`src/hdl/iq_line_accumulate_raster_assert.svh`:
```
// Assertion macros for the IQ line raster.
// Used by iq_line_accumulate_raster; needs nothing else.
`ifndef IQ_LINE_ACCUMULATE_RASTER_ASSERT_SVH
`define IQ_LINE_ACCUMULATE_RASTER_ASSERT_SVH

// same-cycle implication
`define IQLAR_ASSERT_IMP(lbl, clk, rst, ante, cons, msg) \
  lbl: assert property (@(posedge clk) disable iff (rst) (ante) |-> (cons)) else $error(msg);

// next-cycle implication
`define IQLAR_ASSERT_NXT(lbl, clk, rst, ante, cons, msg) \
  lbl: assert property (@(posedge clk) disable iff (rst) (ante) |=> (cons)) else $error(msg);

`endif

```
`src/hdl/iqlar_tracer.sv`:
```
// Bresenham line stepper: one pixel per step from a start to an end point.
// Standalone; no package needed.
`timescale 1ns / 1ps

module iqlar_tracer #(
  parameter int CW = 10
) (
  input  logic          clk,
  input  logic          load,
  input  logic          step,
  input  logic [CW-1:0] c0,
  input  logic [CW-1:0] r0,
  input  logic [CW-1:0] c1,
  input  logic [CW-1:0] r1,
  output logic [CW-1:0] col,
  output logic [CW-1:0] row,
  output logic          last
);

  localparam int EW = CW + 2;

  logic [CW-1:0]        cur_c, cur_r, end_c, end_r;
  logic signed [EW-1:0] dc, dr, err;
  logic                 sc_neg, sr_neg;

  logic signed [EW-1:0] dc_ld, dr_ld, err_ld, err_next;
  logic                 mv_c, mv_r;

  always_comb begin
    dc_ld = $signed({2'b00, c1}) - $signed({2'b00, c0});
    dr_ld = $signed({2'b00, r1}) - $signed({2'b00, r0});
    if (dc_ld < 0) begin
      dc_ld = -dc_ld;
    end
    if (dr_ld < 0) begin
      dr_ld = -dr_ld;
    end
    if (dc_ld > dr_ld) begin
      err_ld = dc_ld >>> 1;
    end else begin
      err_ld = -(dr_ld >>> 1);
    end
  end

  always_comb begin
    mv_c     = err > -dc;
    mv_r     = err < dr;
    err_next = err - (mv_c ? dr : '0) + (mv_r ? dc : '0);
  end

  always_ff @(posedge clk) begin
    if (load) begin
      cur_c  <= c0;
      cur_r  <= r0;
      end_c  <= c1;
      end_r  <= r1;
      dc     <= dc_ld;
      dr     <= dr_ld;
      err    <= err_ld;
      sc_neg <= !(c0 < c1);
      sr_neg <= !(r0 < r1);
    end else if (step) begin
      err <= err_next;
      if (mv_c) begin
        cur_c <= sc_neg ? cur_c - 1'b1 : cur_c + 1'b1;
      end
      if (mv_r) begin
        cur_r <= sr_neg ? cur_r - 1'b1 : cur_r + 1'b1;
      end
    end
  end

  assign col  = cur_c;
  assign row  = cur_r;
  assign last = (cur_c == end_c) && (cur_r == end_r);

endmodule

```
`config.mk`:
```
export PLATFORM = sky130hd
export DESIGN_NAME = iqlar_tracer
export DESIGN_NICKNAME = d
export VERILOG_FILES = /design/src/hdl/iq_line_accumulate_raster_assert.svh /design/src/hdl/iqlar_tracer.sv
export SDC_FILE = /design/constraint.sdc
export NUM_CORES = 1
export LEC_CHECK = 0
export BUFFER_PORTS_ARGS = -buffer_cell sky130_fd_sc_hd__buf_2
export CAP_MARGIN = 20
export CORE_ASPECT_RATIO = 0.8
export CORE_MARGIN = 2
export CORE_UTILIZATION = 55
export DETAILED_ROUTE_END_ITERATION = 8
export PLACE_DENSITY_LB_ADDON = 0.25
export REMOVE_ABC_BUFFERS = 1
export SETUP_SLACK_MARGIN = 0.15
export SYNTH_ARGS = -nofsm -noshare
export SYNTH_HDL_FRONTEND = slang
export SYNTH_SLANG_ARGS = --single-unit
```
`constraint.sdc`:
```
create_clock -name clk -period 6.7 [get_ports clk]
set_input_delay 0 -clock clk [delete_from_list [all_inputs] [get_ports clk]]
set_output_delay 0 -clock clk [all_outputs]
set_load 0.005 [all_outputs]
```
======== After elaboration in Yosys (flattened, before gate mapping) ========
Index checks and enable logic that the tools add are counted.
cells by class
  add/sub/neg operators ................... 12
  $lt $le $gt $ge ......................... 7
  equality and inequality tests ........... 2
  muxes and demuxes ....................... 15
  reductions and logical operators ........ 8
operator list
  cell                                                         count
  two-way mux 12 bit                                           7
  two-way mux 10 bit                                           8
  negation 11 -> 12 bit                                        3
  greater-than comparator 12 bit                               2
  less-than comparator 11 x 1 -> 1 bit, second input constant  2
  subtractor 10 x 10 -> 11 bit                                 2
  adder 10 x 1 -> 10 bit, second input constant                2
  == test 10 bit                                               2
  less-than comparator 10 bit                                  2
  subtractor 10 x 1 -> 10 bit, second input constant           2
  adder 12 bit                                                 1
  less-than comparator 12 bit                                  1
  negation 12 bit                                              1
  subtractor 12 bit                                            1
  nonzero test 2 bit                                           3
  AND reduction 2 bit                                          2
  zero test 1 bit                                              2
  logical AND 1 bit                                            1
storage, ports and cells
  register bits after elaboration ......... 78

======== Depth between registers and ports, before layout ========
  depth after elaboration ................. 7
  gate-level depth with buffers ........... 26
  gate-level depth less buffers ........... 26

======== Least setup slack after synthesis ========
Ideal clock, no wire load.
  kind .................................... register to register
  start point ............................. register dc[7]
  end point ............................... register err[11] (data pin)
  library setup time ...................... 0.262 ns
  arrival time ............................ 4.877 ns
  required time ........................... 6.438 ns
  path slack .............................. 1.561 ns
  stages on the path, launching flop included .. 23
  cell sequence ........................... edfxtp_1 or4_1 nor3_1 xor2_1 ha_1 nand4_1 nor2_1 a211oi_1 mux2i_1 a21oi_1 clkbuf_1 and2_1 fa_1 inv_1 ha_1 a21oi_1 o21bai_1 a31oi_1 o21ai_0 o41ai_1 a211o_1 a21oi_1 nand3b_1
between the ends
  cells in the longest elaborated chain, start to end .. 7
  elaborated cells on any way between the ends .. 8
  those cells by class .................... 3 x add/sub; 1 x order compare; 4 x mux
RTL lines
  what                            RTL line            text
  start, declared                 iqlar_tracer.sv:23  logic signed [EW-1:0] dc, dr, err;
  start signal, assigned          iqlar_tracer.sv:57  dc <= dc_ld;
  negation 12 bit                 iqlar_tracer.sv:46  mv_c = err > -dc;
  greater-than comparator 12 bit  iqlar_tracer.sv:46
  two-way mux 12 bit              iqlar_tracer.sv:48  err_next = err - (mv_c ? dr : '0) + (mv_r ? dc : '0);
  subtractor 12 bit               iqlar_tracer.sv:48
  adder 12 bit (*)                iqlar_tracer.sv:48
  two-way mux 12 bit (*)          iqlar_tracer.sv:62  end else if (step) begin
  two-way mux 12 bit (*)          iqlar_tracer.sv:52  if (load) begin
  end signal, assigned            iqlar_tracer.sv:59  err <= err_ld;
  end signal, assigned            iqlar_tracer.sv:63  err <= err_next;
  end, declared                   iqlar_tracer.sv:23
Mark *: on every way between the ends. The rest lies on a longest branch, timed or not. The select of a mux whose other input is x is not followed.
A chain may end at the register's enable or synchronous reset.

======== Worst setup path in the final report ========
  start point ............................. register dc[3]
  end point ............................... register err[11] (data pin)
The elaborated chain is that of the path after synthesis.

==> run_results.csv <==
group,metric,value,unit
run_status,status,"finished clean",
min_path,holdPathEnd,"row[9]",
pwr,leakagePower,3.94,nW
sta,setup_tns,0,ps
logic_synthesis,ys.flop_type,"edfxtp_1",
layout,layout-drive-gt1-share,11.5,%
grt,grt_pass1_wl,29800,µm
die,ios,64,
logic_synthesis,yosysSeqAreaShare,31.1,%
logic_synthesis,async_flop_share,0,%
route,wl_per_cell,17.0,µm
sta,slew_headroom,40.2,%
layout,final_cell_mix,"104 x inv_1, 87 x ha_1, 78 x edfxtp_1",
sta,tightestPinTransition,896,ps
clock_network,clockBufferDepth,2,
die,core_area,0.0135,mm²
die,initial_utilization,56.0,%
route,wirelength,18700,µm
grt,antenna_found_initial,0,
clock_network,cts_made_buffers,9,
route,via_per_inst,5.66,
setup_path,r2r_cells,23,
layout,fillers,1103,
setup_path,worst-r2r-setup-slack,740,ps
clock_network,path_clk_slew,60,ps
route,drtIter0Drc,502,
place,gp_congestion,0.889,
die,chipHeight,109,µm
setup_path,endpoint_kind,"register",
sta,rsz0062_at_grt,"no",
sta,fmax,168,MHz
grt,grt_use_met1,37.8,%
layout,fin_nets,1061,
route,drc,0,
die,die_width,135,µm
min_path,whs_path_depth,3,
layout,antenna_cells,0,
clock_network,cts_max_level,3,
layout,fin_cells,1101,
logic_synthesis,postSynthCellCount,818,
logic_synthesis,synth_area_per_cell,9.21,µm²
setup_path,crit_arrival,6050,ps
setup_path,critical_path.max_fanout,12,
logic_synthesis,ys_ff_latch,78,
logic_synthesis,synth_edf_count,78,
layout,syn_to_final_growth,16.6,%
sta,hold_viol,0,
sta,hold_ws,43.3,ps
layout,final_util,65.3,%
grt,grt.overflow.total,0,
logic_synthesis,synth.distinct_cells,72,
sta,min_period,5960,ps
min_path,hp-class,"in -> reg",
clock_network,cts_tree,"yes",
route,postRouteAntennaNets,0,
clock_network,postCtsSetupRepairBufs,0,
min_path,worstHoldStart,"r0[9]",
grt,grt_max_degree,86,
pwr,total_power,0.00402,W
sta,setup_violations,0,
grt,met3_usage,5.35,%
setup_path,worstSetupPathType,"reg -> reg",
route,vias,6235,
grt,grt.total_usage,26.2,%
pwr,powerDensity,457,mW/mm²
die,die-area,0.0147,mm²
clock_network,clk_latency,350,ps
grt,met2_usage,40.6,%
clock_network,cts.sinks,78,
die,num_rows,38,
setup_path,cpMaxStageDelayCell,"o41ai_1",
setup_path,crit_chain,"nor4_1 > nand3_1 > nor4_1 > xor2_1 > ha_1 > nand4_1 > nor2_1 > a211oi_1 > mux2i_1 > a21oi_2 > and2_1 > fa_1 > inv_1 > ha_1 > a21o_1 > a21oi_1 > o21bai_1 > a31oi_1 > o21ai_0 > o41ai_1 > a211o_1 > a21oi_1 > nand3b_1",
sta,finClkSkew,9.45,ps
flow_run,drv_cap,0,
clock_network,root_buffer,"clkbuf_16",
logic_synthesis,syn_area,0.00753,mm²
setup_path,r2r-start,"dc[3]",
grt,grt.busiest_layer,"met2",
layout,final_common_cell,"inv_1",
grt,grt_pass1_vias,5925,
sta,drv_slew,0,
place,place.detailed.hpwl,14100,µm
logic_synthesis,ys_warn_count,0,
setup_path,r2r_end,"err[11]",
setup_path,max_stage_delay,480,ps
place,io_buffers,63,
route,drt_first_pass_iters,5,
setup_path,crit_path_start_kind,"register",
pwr,ir_drop,0.000282,V
setup_path,critPathRequiredTime,6800,ps
place,dp.cells,1045,
sta,post-route-period-util,88.9,%
area by class of cell:
cell class                      count  area [µm²]  area share, %
Multi-Input combinational cell    616        4730           53.8
Sequential cell                    78        2340           26.7
Timing Repair Buffer              106         738           8.40
Inverter                          105         394           4.48
Tap cell                          180         225           2.56
Clock inverter                      6         134           1.52
Clock buffer                       10         229           2.61
cell families after synthesis:
logic type      synth area share (%)
compound gates                  18.0
xor+xnor                        10.6
fa+ha+maj                       18.4
buf+inv                         6.34
flops                           31.1
mux                             1.38
other cells                   0.0997
simple gates                    14.0
timing repair:
action	CTS	global route
endpoints found under the hold margin	39	0
resized for setup	0	1
setup endpoints to repair	0	1
hold buffers	39	0
critical path: cells and delay by family (launching register included):
kind	cells	cell delay (ps)
compound gates	10	2420
xor+xnor	1	190
fa+ha+maj	3	910
buf+inv	1	110
flops	1	430
mux	1	150
simple gates	7	1480
how the worst max path moves through the flow:
stage	from	endpoint	slack, ps	cells past startpoint
after floorplan	dc[7]	err[11]	1450	22
after global placement	dc[3]	err[11]	810	24
after detailed placement	dc[3]	err[11]	590	23
after CTS	dc[3]	err[11]	590	23
after global routing	dc[3]	err[11]	260	23
final	dc[3]	err[11]	740	23
sequential cells by signal, indices dropped and copies added, names as in the netlist:
register / cells
col: 10
dc: 12
dr: 12
end_c: 10
end_r: 10
err: 12
row: 10
sc_neg: 1
sr_neg: 1
synthesized netlist by cell type (18+ instances only):
master,number,area (µm²)
a21o_1,18,135
a21oi_1,44,220
edfxtp_1,78,2340
ha_1,87,1090
inv_1,104,390
nand2_1,70,263
nor2_1,31,116
o21ai_0,48,240
xnor2_1,45,394
xor2_1,41,359
per-stage QoR:
stage               instance area, µm²  worst slack, ps
floorplan                         7460             1450
global placement                  8020              809
detailed placement                8020              589
CTS                               8780              588
global route                      8790              257
finish                            8790              743
report_power, final:
part,total [W],switching [W],internal [W],leakage (nW)
Clock,0.000606,0.000204,0.000402,0.177
Sequential,0.000898,0.000145,0.000752,0.775
Combinational,0.00252,0.00140,0.00112,2.99
metal layers:
| metal | up-vias | routed length, µm |
|---|---|---|
| li1 | 3104 | - |
| met1 | 2909 | 9050 |
| met2 | 197 | 8160 |
| met3 | 25 | 1210 |
| met4 | 0 | 277 |
| met5 | - | 0 |
(Power assumes the default switching activity.)
